`src/design/rtpl_pkg.sv`:
```
// ----------------------------------------------------------------------------
// rtpl_pkg
// shared types and codes for the route table prefix lookup block
// ----------------------------------------------------------------------------
`timescale 1ns / 1ps

package rtpl_pkg;

  // command codes on the input channel
  localparam logic [1:0] CMD_CLEAR  = 2'd0;
  localparam logic [1:0] CMD_INSERT = 2'd1;
  localparam logic [1:0] CMD_LOOKUP = 2'd2;

  // depth of the queue between front and back
  localparam int QDEPTH = 2;
  localparam int QAW    = 1;

  typedef enum logic [1:0] {
    OP_CLEAR,
    OP_INSERT,
    OP_LOOKUP,
    OP_NOP
  } op_kind_t;

  // one queued operation; key is the route network or the lookup address
  typedef struct packed {
    op_kind_t    kind;
    logic [31:0] key;
    logic [31:0] mask;
    logic [15:0] metric;
    logic [7:0]  iface;
  } op_t;

  // one stored route
  typedef struct packed {
    logic [31:0] net;
    logic [31:0] mask;
    logic [15:0] metric;
    logic [7:0]  iface;
  } entry_t;

  localparam int ENTRY_W = $bits(entry_t);

  typedef enum logic [1:0] {
    ST_IDLE,
    ST_SCAN,
    ST_DRAIN,
    ST_EMIT
  } st_t;

endpackage

```
`src/design/rtpl_front.sv`:
```
// ----------------------------------------------------------------------------
// rtpl_front
// accepts input beats, decodes the command and queues the operation
// ----------------------------------------------------------------------------
`timescale 1ns / 1ps

module rtpl_front (
  input  logic           clk,
  input  logic           rst_n,
  input  logic           in_valid,
  output logic           in_stall,
  input  logic [1:0]     in_cmd,
  input  logic [31:0]    in_route_net,
  input  logic [31:0]    in_route_mask,
  input  logic [15:0]    in_route_metric,
  input  logic [7:0]     in_route_iface,
  input  logic           in_route_up,
  input  logic [31:0]    in_lookup_addr,
  output logic           q_valid,
  output rtpl_pkg::op_t  q_item,
  input  logic           q_pop
);

  rtpl_pkg::op_t             q_mem_r [rtpl_pkg::QDEPTH];
  logic [rtpl_pkg::QAW-1:0]  wr_ptr_r;
  logic [rtpl_pkg::QAW-1:0]  rd_ptr_r;
  logic [rtpl_pkg::QAW:0]    cnt_r;
  rtpl_pkg::op_t             op_dec;
  logic                      push;
  logic                      pop;

  // decode: an insert of a route that is down becomes a no-op and stores nothing
  always_comb begin
    op_dec.key    = in_route_net;
    op_dec.mask   = in_route_mask;
    op_dec.metric = in_route_metric;
    op_dec.iface  = in_route_iface;
    unique case (in_cmd)
      rtpl_pkg::CMD_CLEAR:  op_dec.kind = rtpl_pkg::OP_CLEAR;
      rtpl_pkg::CMD_INSERT: op_dec.kind = in_route_up ? rtpl_pkg::OP_INSERT
                                                      : rtpl_pkg::OP_NOP;
      rtpl_pkg::CMD_LOOKUP: begin
        op_dec.kind = rtpl_pkg::OP_LOOKUP;
        op_dec.key  = in_lookup_addr;
      end
      default:              op_dec.kind = rtpl_pkg::OP_NOP;
    endcase
  end

  assign in_stall = (cnt_r == (rtpl_pkg::QAW+1)'(rtpl_pkg::QDEPTH));
  assign push     = in_valid && !in_stall;
  assign q_valid  = (cnt_r != '0);
  assign pop      = q_pop && q_valid;
  assign q_item   = q_mem_r[rd_ptr_r];

  always_ff @(posedge clk) begin
    if (push) begin
      q_mem_r[wr_ptr_r] <= op_dec;
    end
  end

  always_ff @(posedge clk) begin
    if (!rst_n) begin
      wr_ptr_r <= '0;
      rd_ptr_r <= '0;
      cnt_r    <= '0;
    end else begin
      if (push) begin
        wr_ptr_r <= wr_ptr_r + 1'b1;
      end
      if (pop) begin
        rd_ptr_r <= rd_ptr_r + 1'b1;
      end
      case ({push, pop})
        2'b10:   cnt_r <= cnt_r + 1'b1;
        2'b01:   cnt_r <= cnt_r - 1'b1;
        default: cnt_r <= cnt_r;
      endcase
    end
  end

endmodule

```
`config.mk`:
```
export PLATFORM = sky130hd
export DESIGN_NAME = rtpl_front
export DESIGN_NICKNAME = d
export VERILOG_FILES = /design/src/design/rtpl_pkg.sv /design/src/design/rtpl_front.sv
export SDC_FILE = /design/constraint.sdc
export NUM_CORES = 1
export LEC_CHECK = 0
export BUFFER_PORTS_ARGS = -buffer_cell sky130_fd_sc_hd__buf_2
export CORE_MARGIN = 1
export CORE_UTILIZATION = 50
export CTS_CLUSTER_DIAMETER = 120
export CTS_CLUSTER_SIZE = 10
export DETAILED_ROUTE_END_ITERATION = 7
export GPL_ROUTABILITY_DRIVEN = 0
export PLACE_DENSITY = 0.85
export SLEW_MARGIN = 25
export SYNTH_ARGS = -nofsm -noshare
export SYNTH_HDL_FRONTEND = slang
export SYNTH_SLANG_ARGS = --single-unit
```
`constraint.sdc`:
```
create_clock -name clk -period 3.47 [get_ports clk]
set_input_delay 0.5205 -clock clk [delete_from_list [all_inputs] [get_ports clk]]
set_output_delay 0.5205 -clock clk [all_outputs]
set_load 0.005 [all_outputs]
```
=== Yosys cells after proc, flatten, opt, wreduce, memory -nomap -nowiden ===
Memory sizes are Yosys's and may differ from the RTL's. A register that Yosys moved wholly into a read port is not among the register bits.
Cells that the tools add are included.

* Register bits after elaboration: 4
* Bits in writable memories: 180
* Input bits: 127
* Output and inout bits: 92
* Memories: 1

* Add/sub/neg operators: 4
* Equality and inequality tests: 5
* Mux-type cells: 8
* Reduce and logical (&&, ||, !) cells: 6

{| class="wikitable"
|+ Memories
! memory !! depth !! bits a word !! read ports !! clocked after Yosys merged registers in !! wr ports !! line !! RTL
|-
| q_mem_r || 2 || 90 || 1 || 1 || 1 || rtpl_front.sv:24 || <nowiki>rtpl_pkg::op_t q_mem_r [rtpl_pkg::QDEPTH];</nowiki>
|}

{| class="wikitable"
|+ Operators with widths
! kind !! number
|-
| $mux 32 || 1
|-
| $eq 2x2->1 const B || 3
|-
| $pmux 2 s3 || 1
|-
| $eq 2x1->1 const B || 2
|-
| $mux 1 || 4
|-
| $pmux 2 s2 || 1
|-
| $reduce_bool 2->1 || 2
|-
| $add 1x1->1 const B || 2
|-
| $add 2x1->2 const B || 1
|-
| $logic_and 1x1->1 || 2
|-
| $logic_not 2->1 || 1
|-
| $mux 2 || 1
|-
| $sub 2x1->2 const B || 1
|-
| $logic_not 1->1 || 1
|}

=== Depth between registers and ports, before layout ===
Gate-level depths: netlist of run 1.

* Word-level depth: 5
* Mapped depth: 6

=== Least setup slack after synthesis of run 1 ===
No wires, ideal clock.

* Path type: reg-to-reg
* From: register cnt_r[0] (netlist name)
* To: memory q_mem_r[1][0] (netlist name) (enable)
* Arrival: 2.682 ns
* Slack: 0.329 ns
* Cell stages (with the launch flop): 3
* Path buffers: 0
* Clock period less this slack: 3.141 ns
* Cell sequence: dfxtp_1 -> nand2b_2 -> and3_1

* Cells in the longest elaborated chain, start to end: 5

{| class="wikitable"
|+ Ends and longest elaborated chain
! element !! line !! RTL
|-
| from (decl) || rtpl_front.sv:27 || <nowiki>logic [rtpl_pkg::QAW:0] cnt_r;</nowiki>
|-
| from (signal assigned) || rtpl_front.sv:75 || <nowiki>2'b10: cnt_r <= cnt_r + 1'b1;</nowiki>
|-
| from (signal assigned) || rtpl_front.sv:76 || <nowiki>2'b01: cnt_r <= cnt_r - 1'b1;</nowiki>
|-
| from (signal assigned) || rtpl_front.sv:77 || <nowiki>default: cnt_r <= cnt_r;</nowiki>
|-
| $eq 2x2->1 || rtpl_front.sv:50 || <nowiki>assign in_stall = (cnt_r == (rtpl_pkg::QAW+1)'(rtpl_pkg::QDEPTH));</nowiki>
|-
| $logic_not 1->1 || rtpl_front.sv:51 || <nowiki>assign push = in_valid && !in_stall;</nowiki>
|-
| $logic_and 1x1->1 || rtpl_front.sv:51 ||
|-
| $mux 1 || rtpl_front.sv:57 || <nowiki>if (push) begin</nowiki>
|-
| $mux 1 (not written as such) || rtpl_front.sv:58 || <nowiki>q_mem_r[wr_ptr_r] <= op_dec;</nowiki>
|-
| to (decl) || rtpl_front.sv:24 ||
|}

No other way between the ends.

==> flow_metrics.tcl, run 1 <==
set metrics [dict create \
    critPathBufInv 2 \
    synth_edf_count 180 \
    fin_nets 700 \
    use_met2_pct 31.96 \
    yosysMostFrequentCell "edfxtp_1" \
    grt.busiest_layer "met2" \
    cts_tree "done" \
    synth.cells.most_frequent "edfxtp_1 (180), mux2_2 (120), buf_2 (10)" \
    start_util_pct 51.27 \
    met3_usage_pct 5.075 \
    final-setup-viol-count 0 \
    cts_buffers 17 \
    synth_simple_gate_area_share_pct 0.8790 \
    yosys.area.top_type_share_pct 75.95 \
    grt_pass1_wl_mm 19.99 \
    antenna_found_initial 0 \
    hold_buffers 0 \
    min_from "in_route_metric[0]" \
    syn_inst 346 \
    tightest_slew_ps 915.6 \
    vias_per_cell 5.106 \
    io_buffer_count 218 \
    tns_ps 0 \
    synth_compound_area_share_pct 0.5626 \
    clk_pin_slew_ps 70 \
    syn_area_um2 7117 \
    ir_drop_mv 0.3807 \
    synth_top_cell_by_area "edfxtp_1" \
    syn_nets 474 \
    drt_iter0_drc 236 \
    grt_remaining_overflow 0 \
    worstPathMaxFanout 48 \
    grtUsageMet1_pct 21.81 \
    drc 0 \
    slew_headroom_pct 38.83 \
    cpPeakStageDelay_ps 730 \
    post_drt_wl_per_cell_um 17.64 \
    outcome "finished, final reports clean" \
    fmax_mhz 384.9 \
    cts_root_buf "clkbuf_16" \
    io_pins 219 \
    postCtsSetupBuffers 0 \
    worstPathCellList "buf_12, mux2_2, buf_2" \
    dieArea_um2 14710 \
    ys_warn_count 0 \
    die_height_um 121.3 \
    synthArstFlopShare_pct 0 \
    syn_avg_cell_area_um2 20.57 \
    finalHoldViolations 0 \
    die_w_um 121.3 \
    clock_skew_ps 10.65 \
    yosysSeqAreaShare_pct 77.36 \
    synth_xor_area_share_pct 0.3692 \
    pwr_density_cell_nw_per_um2 699.6 \
    hp-class "input port to flop" \
    cts.sinks 185 \
    cpLargestDelayFamily "flip-flops" \
    synth_mux_area_share_pct 19.30 \
    cp.required_ps 2950 \
    end_kind "output port" \
    hpwl_mm 8.792 \
    synth_fa_ha_area_share_pct 0.1758 \
    p_leak_nw 3.418 \
    ys_ff_latch 185 \
    start_kind "flop" \
    dpl_cell_area_um2 8437 \
    r2r_start "cnt_r[0]" \
    grt_max_degree 50 \
    synth_top_family_by_area "multiplexers" \
    drt-pass1-iter-count 4 \
    grtUsageTotal_pct 18.60 \
    layout-drive-gt1-share_pct 64.79 \
    synthTopCellsByArea "edfxtp_1 (76%), mux2_2 (19%), dfxtp_1 (1.4%), buf_2 (0.70%), xnor2_1 (0.37%)" \
    cpMaxStageDelayCell "dfxtp_4" \
    area_delta_synth_final_pct 26.72 \
    min_period_over_period_pct 74.88 \
    drtAntennaViolNets 0 \
    grt_setup_unrepaired "false" \
    crit_arrival_ps 2080 \
    n_antenna_cell 0 \
    slew_viol_final 0 \
    core_um2 13880 \
    period_minus_slack_ps 2598 \
    clk_latency_ps 430 \
    criticalPathCategory "flop to output port" \
    cts_resized 0 \
    clock_path_buffers 2 \
    htree_levels 4 \
    routed_wl_mm 13.49 \
    vias 3906 \
    synth.lib_cells_used.distinct 23 \
    cap_violations 0 \
    first_global_vias 4051 \
    fp-row-count 43 \
    final_cell_area_um2 9019 \
    synth_flop_cell "edfxtp_1" \
]
final cells by class:
cell class	instances	area (µm²)
inverters	4	16.27
well taps	180	225.2
clock buffers	19	432.9
fillers	944	4862
multi-input cells	142	1528
repair buffers	222	1159
clock inverters	13	148.9
flip-flops and latches	185	5509
where the power goes:
part | switching, W | internal [W] | total, W
sequential | 0.000158 | 0.00283 | 0.00299
combinational | 0.000652 | 0.000787 | 0.00144
clock | 0.000813 | 0.00107 | 0.00188
final timing paths:
| kind | slack (ps) | end | cells after the start |
|---|---|---|---|
| worst max-delay path | 870 | q_item[46] | 3 |
| worst min-delay path | 280 | q_mem_r[1][8] | 1 |
| worst max register to register | 1380 | q_mem_r[0][1] | 5 |
| worst min register to register | 510 | wr_ptr_r | 2 |
per-layer routing:
metal  share of wire, %  wire, µm
met1                 39      5271
met2                 53      7177
met3                6.1       817
met4                1.7       226
met5                  0         0
cells by family (layout without fill, tap and decap cells):
group / Yosys count / after routing
AO/OA/AOI/OAI: 6 / 6
AND/OR/NAND/NOR: 10 / 10
multiplexers: 122 / 122
buffers and inverters: 19 / 258
XOR/XNOR: 3 / 3
flip-flops: 185 / 185
adder cells (fa/ha/maj): 1 / 1
cells in the final DEF (no fill, tap or decap), types with 2 or more instances in the layout:
cell type     n
buf_12        3
clkinv_4      6
dfxtp_1       4
mux2_1        2
or3_1         2
inv_1         2
a21boi_1      2
nor2b_1       2
o21ai_0       2
clkinvlp_4    3
clkinv_2      2
clkbuf_1      2
clkbuf_16    17
xnor2_1       3
buf_2       218
bufinv_16     2
mux2_2      120
edfxtp_1    180
stage by stage:
stage,utilization (%),cells,hold WS (ps),total power (W),setup slack [ps]
after detailed placement,60.78,733,488.4,0.004485,1303
after CTS,64.97,765,264.9,0.006368,844.5
after global routing,64.97,765,262.6,0.006591,772.9
after global placement,60.78,733,490.2,0.004424,1338
final,64.97,765,281.2,0.006309,871.7
after floorplan,-,346,457.0,0.003854,329.4
sequential cells by signal (all words and copies together), names as in the netlist, named ones only:
register / count
cnt_r: 2
rd_ptr_r: 1
wr_ptr_r: 1
q_mem_r: 180
Power figures use the tool's default switching activity.
==> run 2, diff against run 1 <==
--- a/config.mk
+++ b/config.mk
@@ -5,14 +5,15 @@
 export SDC_FILE = /design/constraint.sdc
 export NUM_CORES = 1
 export LEC_CHECK = 0
+export ABC_AREA = 1
 export BUFFER_PORTS_ARGS = -buffer_cell sky130_fd_sc_hd__buf_2
 export CORE_MARGIN = 1
-export CORE_UTILIZATION = 50
+export CORE_UTILIZATION = 47
 export CTS_CLUSTER_DIAMETER = 120
 export CTS_CLUSTER_SIZE = 10
 export DETAILED_ROUTE_END_ITERATION = 7
 export GPL_ROUTABILITY_DRIVEN = 0
-export PLACE_DENSITY = 0.85
+export PLACE_DENSITY = 0.83
 export SLEW_MARGIN = 25
 export SYNTH_ARGS = -nofsm -noshare
 export SYNTH_HDL_FRONTEND = slang
==> constraint.sdc (replaced) <==
create_clock -name clk -period 2.1 [get_ports clk]
set_input_delay 0.315 -clock clk [delete_from_list [all_inputs] [get_ports clk]]
set_output_delay 0.315 -clock clk [all_outputs]
set_load 0.005 [all_outputs]
==> run 2 against run 1 <==
Non-clock buffer count rose by 9. Sequential share of layout area is 3.5 points lower. Synthesized area grew 7.6%. Cell count is 16% higher. Hold slack got worse by 190 ps. Critical endpoint is now q_item[81]. Combinational power is 47% higher. Largest power group unchanged.
==> flow_metrics.tcl, run 2 <==
set metrics [dict create \
    outcome "finished, final reports clean" \
    clk_pin_slew_ps 70 \
    syn_area_um2 7656 \
    synth_mux_area_share_pct 17.65 \
    slew_viol_final 0 \
    htree_levels 4 \
    clk_latency_ps 420 \
    ir_drop_mv 0.4875 \
    vias_per_cell 5.015 \
    synthArstFlopShare_pct 0 \
    die_w_um 129.6 \
    cts_tree "done" \
    fmax_mhz 506.7 \
    core_um2 15890 \
    worstPathMaxFanout 20 \
    cap_violations 0 \
    synth.lib_cells_used.distinct 18 \
    start_kind "flop" \
    drt-pass1-iter-count 4 \
    synth.cells.most_frequent "edfxtp_1 (180), mux2_4 (90), nand2_1 (73)" \
    final_common_cell "buf_2" \
    end_kind "output port" \
    area_delta_synth_final_pct 24.97 \
    syn_avg_cell_area_um2 17.89 \
    ys_warn_count 0 \
    slew_headroom_pct 63.45 \
    criticalPathCategory "flop to output port" \
    synth_simple_gate_area_share_pct 6.406 \
    final_core_util_pct 60.23 \
    clock_skew_ps 6.568 \
    drt_iter0_drc 179 \
    r2r_start "cnt_r[1]" \
    yosysMostFrequentCell "edfxtp_1" \
    synth_top_family_by_area "multiplexers" \
    first_global_vias 4483 \
    die_height_um 129.6 \
    grt_pass1_wl_mm 22.38 \
    yosysSeqAreaShare_pct 71.91 \
    synth_compound_area_share_pct 0.3269 \
    cts_buffers 17 \
    min_period_over_period_pct 93.97 \
    grt_setup_unrepaired "false" \
    hold_buffers 0 \
    fp-row-count 46 \
    dieArea_um2 16800 \
    placedCellCount 850 \
    synth_xor_area_share_pct 0 \
    vias 4443 \
    layout_common_cells "buf_2 (218), edfxtp_1 (180), mux2_4 (90)" \
    drc 0 \
    clock_path_buffers 2 \
    grt_remaining_overflow 0 \
    ys_ff_latch 185 \
    hpwl_mm 10.37 \
    routed_wl_mm 15.08 \
    cp.required_ps 1780 \
    tightest_slew_ps 546.9 \
    post_drt_wl_per_cell_um 17.02 \
    tns_ps 0 \
    final_cell_area_um2 9568 \
    total_power_w 0.009747 \
    antenna_found_initial 0 \
    top_regs "q_mem_r x180, cnt_r x2" \
    io_pins 219 \
    synth_fa_ha_area_share_pct 0.1634 \
    layout-drive-gt1-share_pct 53.88 \
    crit_arrival_ps 1660 \
    endpoint "q_item[81]" \
    synth_edf_count 180 \
    io_buffer_count 218 \
    period_minus_slack_ps 1973 \
    drtAntennaViolNets 0 \
    reg2regPathDepth 6 \
    start_util_pct 48.20 \
    grtUsageTotal_pct 18.03 \
    synthTopCellsByArea "edfxtp_1 (71%), mux2_4 (18%), nand2_1 (3.6%), buf_12 (2.4%), nand3_1 (2.2%)" \
    final_cells 886 \
    p_leak_nw 3.977 \
    top_register "q_mem_r" \
    rrSetupSlack_ps 440 \
    yosys.area.top_type_share_pct 70.60 \
    fin_nets 785 \
    n_antenna_cell 0 \
    pwr_density_cell_nw_per_um2 1019 \
    final-setup-viol-count 0 \
    synth_flop_cell "edfxtp_1" \
    syn_nets 556 \
    syn_inst 428 \
    finalHoldViolations 0 \
    cts.sinks 185 \
    grt_max_degree 52 \
    cts_root_buf "clkbuf_16" \
    dpl_cell_area_um2 8954 \
    largest_register_ff_count 180 \
    r2r-end "q_mem_r[1][5]" \
    hp-class "input port to flop" \
    synth_top_cell_by_area "edfxtp_1" \
]
[run 2: changes by cell type in the layout (fill, tap and decap cells not counted), sizes merged, moves of 8 or more]
cell   change
nand2     +72
nand3     +33
mux2      -32
nor2      +12
buf        +8
inv        +8
[run 2: cells by family (layout without fill, tap and decap cells)]
family,after synthesis,after routing
buffers and inverters,29,271
and+or+nand+nor,119,119
AOI/OAI and AO/OA,4,4
DFF,185,185
muxes,90,90
adders and majority gates,1,1
[run 2: layer usage]
layer  global-route usage [%]  up-vias  routed length (µm)  share of wire [%]
met5                        0        -                   0                  0
met4                    7.456        0                 328                2.2
met3                    4.377       27                1017                6.7
met2                    31.61      221                7659                 51
met1                    21.21     2140                6078                 40
li1                         -     2055                   -                  -
[run 2: timing repair]
item | 4_1_cts | 5_1_grt
setup buffers | 3 | 0
resized for setup | 1 | 0
endpoints found under the setup margin | 76 | 0
[run 2: metrics by stage]
stage	hold slack, ps	worst slack, ps
6_report	88.96	126.6
5_1_grt	65.12	83.85
4_1_cts	68.00	103.6
3_5_place_dp	504.2	389.6
3_3_place_gp	470.0	438.4
2_1_floorplan	413.9	-264.4
[run 2: area by class of cell]
type / count / area (µm²)
sequential: 185 / 5512
tap: 216 / 270.3
clock inverter: 13 / 118.9
fill: 1214 / 6317
inverter: 8 / 33.78
clock buffer: 19 / 432.9
timing repair buffer: 231 / 1296
multi-input combinational: 214 / 1904
[run 2: where the power goes]
group,total (W),internal (W),switching [W]
clock,0.00296,0.00165,0.00131
combinational,0.00211,0.00116,0.000951
sequential,0.00468,0.00454,0.000139
[run 2: worst min-delay path by stage]
stage	slack, ps	to	depth (start not counted)	start
floorplan	410	q_mem_r[0][0]	0	in_route_iface[0]
global placement	470	rd_ptr_r	2	rd_ptr_r
detailed placement	500	rd_ptr_r	2	rd_ptr_r
CTS	70	q_mem_r[0][47]	1	in_route_mask[23]
global route	70	q_mem_r[1][47]	1	in_route_mask[23]
finish	90	q_mem_r[1][39]	1	in_route_mask[15]
[run 2: worst max-delay path: stages (launching register included)]
cell       delay, ps
dfxtp_4          410
bufbuf_16        370
mux2_4           320
buf_2            130
==> run 3, diff against run 2 <==
--- a/config.mk
+++ b/config.mk
@@ -8,12 +8,12 @@
 export ABC_AREA = 1
 export BUFFER_PORTS_ARGS = -buffer_cell sky130_fd_sc_hd__buf_2
 export CORE_MARGIN = 1
-export CORE_UTILIZATION = 47
+export CORE_UTILIZATION = 50
 export CTS_CLUSTER_DIAMETER = 120
 export CTS_CLUSTER_SIZE = 10
 export DETAILED_ROUTE_END_ITERATION = 7
 export GPL_ROUTABILITY_DRIVEN = 0
-export PLACE_DENSITY = 0.83
+export PLACE_DENSITY = 0.84
 export SLEW_MARGIN = 25
 export SYNTH_ARGS = -nofsm -noshare
 export SYNTH_HDL_FRONTEND = slang
==> constraint.sdc (replaced) <==
create_clock -name clk -period 1.9 [get_ports clk]
set_input_delay 0.285 -clock clk [delete_from_list [all_inputs] [get_ports clk]]
set_output_delay 0.285 -clock clk [all_outputs]
set_load 0.005 [all_outputs]
==> run 3 against run 2 <==
Flip-flop and latch count unchanged. Critical path depth up 1. Combinational power up 24%. Routed wire length down 3.9%.
==> flow_metrics.tcl, run 3 (synthesis results as in run 2) <==
set metrics [dict create \
    slew_viol_final 0 \
    clk_latency_ps 420 \
    dieArea_um2 15810 \
    cap_violations 0 \
    grt_setup_unrepaired "true" \
    grt_remaining_overflow 0 \
    grtUsageTotal_pct 18.77 \
    end_kind "output port" \
    cp.required_ps 1620 \
    outcome "finished, final reports clean" \
    final_common_cell "buf_2" \
    tns_ps 0 \
    finalHoldViolations 0 \
    worst_slack_ps 48.57 \
    die_w_um 125.7 \
    antenna_found_initial 0 \
    core_um2 14750 \
    grt_max_degree 50 \
    final_cells 860 \
    min_period_over_period_pct 97.44 \
    ir_drop_mv 0.6365 \
    n_antenna_cell 0 \
    vias_per_cell 5.110 \
    cts_root_buf "clkbuf_16" \
    fp-row-count 44 \
    clock_skew_ps 6.486 \
    io_pins 219 \
    cts_buffers 17 \
    die_height_um 125.7 \
    layout_common_cells "buf_2 (185), edfxtp_1 (180), mux2_4 (90)" \
    start_kind "flop" \
    drt-pass1-iter-count 4 \
    clock_path_buffers 2 \
    final_core_util_pct 66.33 \
    period_minus_slack_ps 1851 \
    post_drt_wl_per_cell_um 16.86 \
    top_register "q_mem_r" \
    worstPathMaxFanout 21 \
    grt_pass1_wl_mm 22.09 \
    largest_register_ff_count 180 \
    fillers 1012 \
    pwr_density_cell_nw_per_um2 1120 \
    tightest_slew_ps 299.9 \
    slew_headroom_pct 80.01 \
    crit_arrival_ps 1570 \
    fin_nets 791 \
    final-setup-viol-count 0 \
    rrSetupSlack_ps 360 \
    placedCellCount 822 \
    hp-class "input port to flop" \
    routed_wl_mm 14.50 \
    fmax_mhz 540.1 \
    drc 0 \
    holdWs_ps 50.32 \
    clk_pin_slew_ps 60 \
    start_util_pct 51.89 \
    cts_tree "done" \
    top_regs "q_mem_r x180, cnt_r x2" \
    drtAntennaViolNets 0 \
    hpwl_mm 9.838 \
    criticalPathCategory "flop to output port" \
    io_buffer_count 218 \
    vias 4395 \
    area_delta_synth_final_pct 27.83 \
    dp_worst_setup_slack_ps 364.3 \
    cts.sinks 185 \
    layout-drive-gt1-share_pct 53.85 \
    htree_levels 4 \
    first_global_vias 4316 \
    drt_iter0_drc 252 \
    p_leak_nw 4.069 \
]
==> run 3: layout make-up <==
class                           instances  area (µm²)  area share (%)
Timing Repair Buffer                  237        1569           16.03
Inverter                                8       33.78          0.3452
Sequential cell                       185        5512           56.32
Multi-Input combinational cell        214        1904           19.46
Clock buffer                           20       436.7           4.462
Tap cell                              184       230.2           2.352
Clock inverter                         12       101.3           1.036
==> run 3: stage by stage <==
stage	cell area, µm²	power, W
6_report	9787	0.01096
5_1_grt	9787	0.01139
4_1_cts	9716	0.01096
3_5_place_dp	8956	0.007563
3_3_place_gp	8956	0.007476
2_1_floorplan	7687	0.006791
==> run 3: worst max-delay path, cell delays in order (launching register included) <==
cell	delay [ps]
dfxtp_4	360
buf_12	130
buf_16	190
mux2_4	330
buf_6	120
==> run 3: repair_timing <==
item	in CTS	in global routing
buffers inserted	2	3
hold buffers	0	0
gates resized for setup	33	3
cloned	0	1
endpoints found under the setup margin	84	58
==> run 3: metal layers <==
metal  vias up  share of wire (%)  GRT usage (%)
met4         0                1.8          7.725
met3        22                6.4          4.630
met5         -                  0              0
met1      2091                 41          22.81
met2       216                 51          32.16
li1       2066                  -              -
==> run 3: report_power, final <==
| group | switching [W] | internal [W] | leakage (nW) |
|---|---|---|---|
| Combinational | 0.00112 | 0.00149 | 2.08 |
| Clock | 0.00139 | 0.00180 | 0.257 |
| Sequential | 0.000136 | 0.00502 | 1.73 |
| Total | 0.00265 | 0.00831 | 4.07 |
==> run 3: worst paths after layout <==
check             depth (start not counted)        endpoint         startpoint
setup / recovery                          4      q_item[48]               flop
hold / removal                            1  q_mem_r[0][55]  in_route_mask[31]
setup reg to reg                          6   q_mem_r[0][3]           cnt_r[1]
hold reg to reg                           2        cnt_r[1]           cnt_r[1]
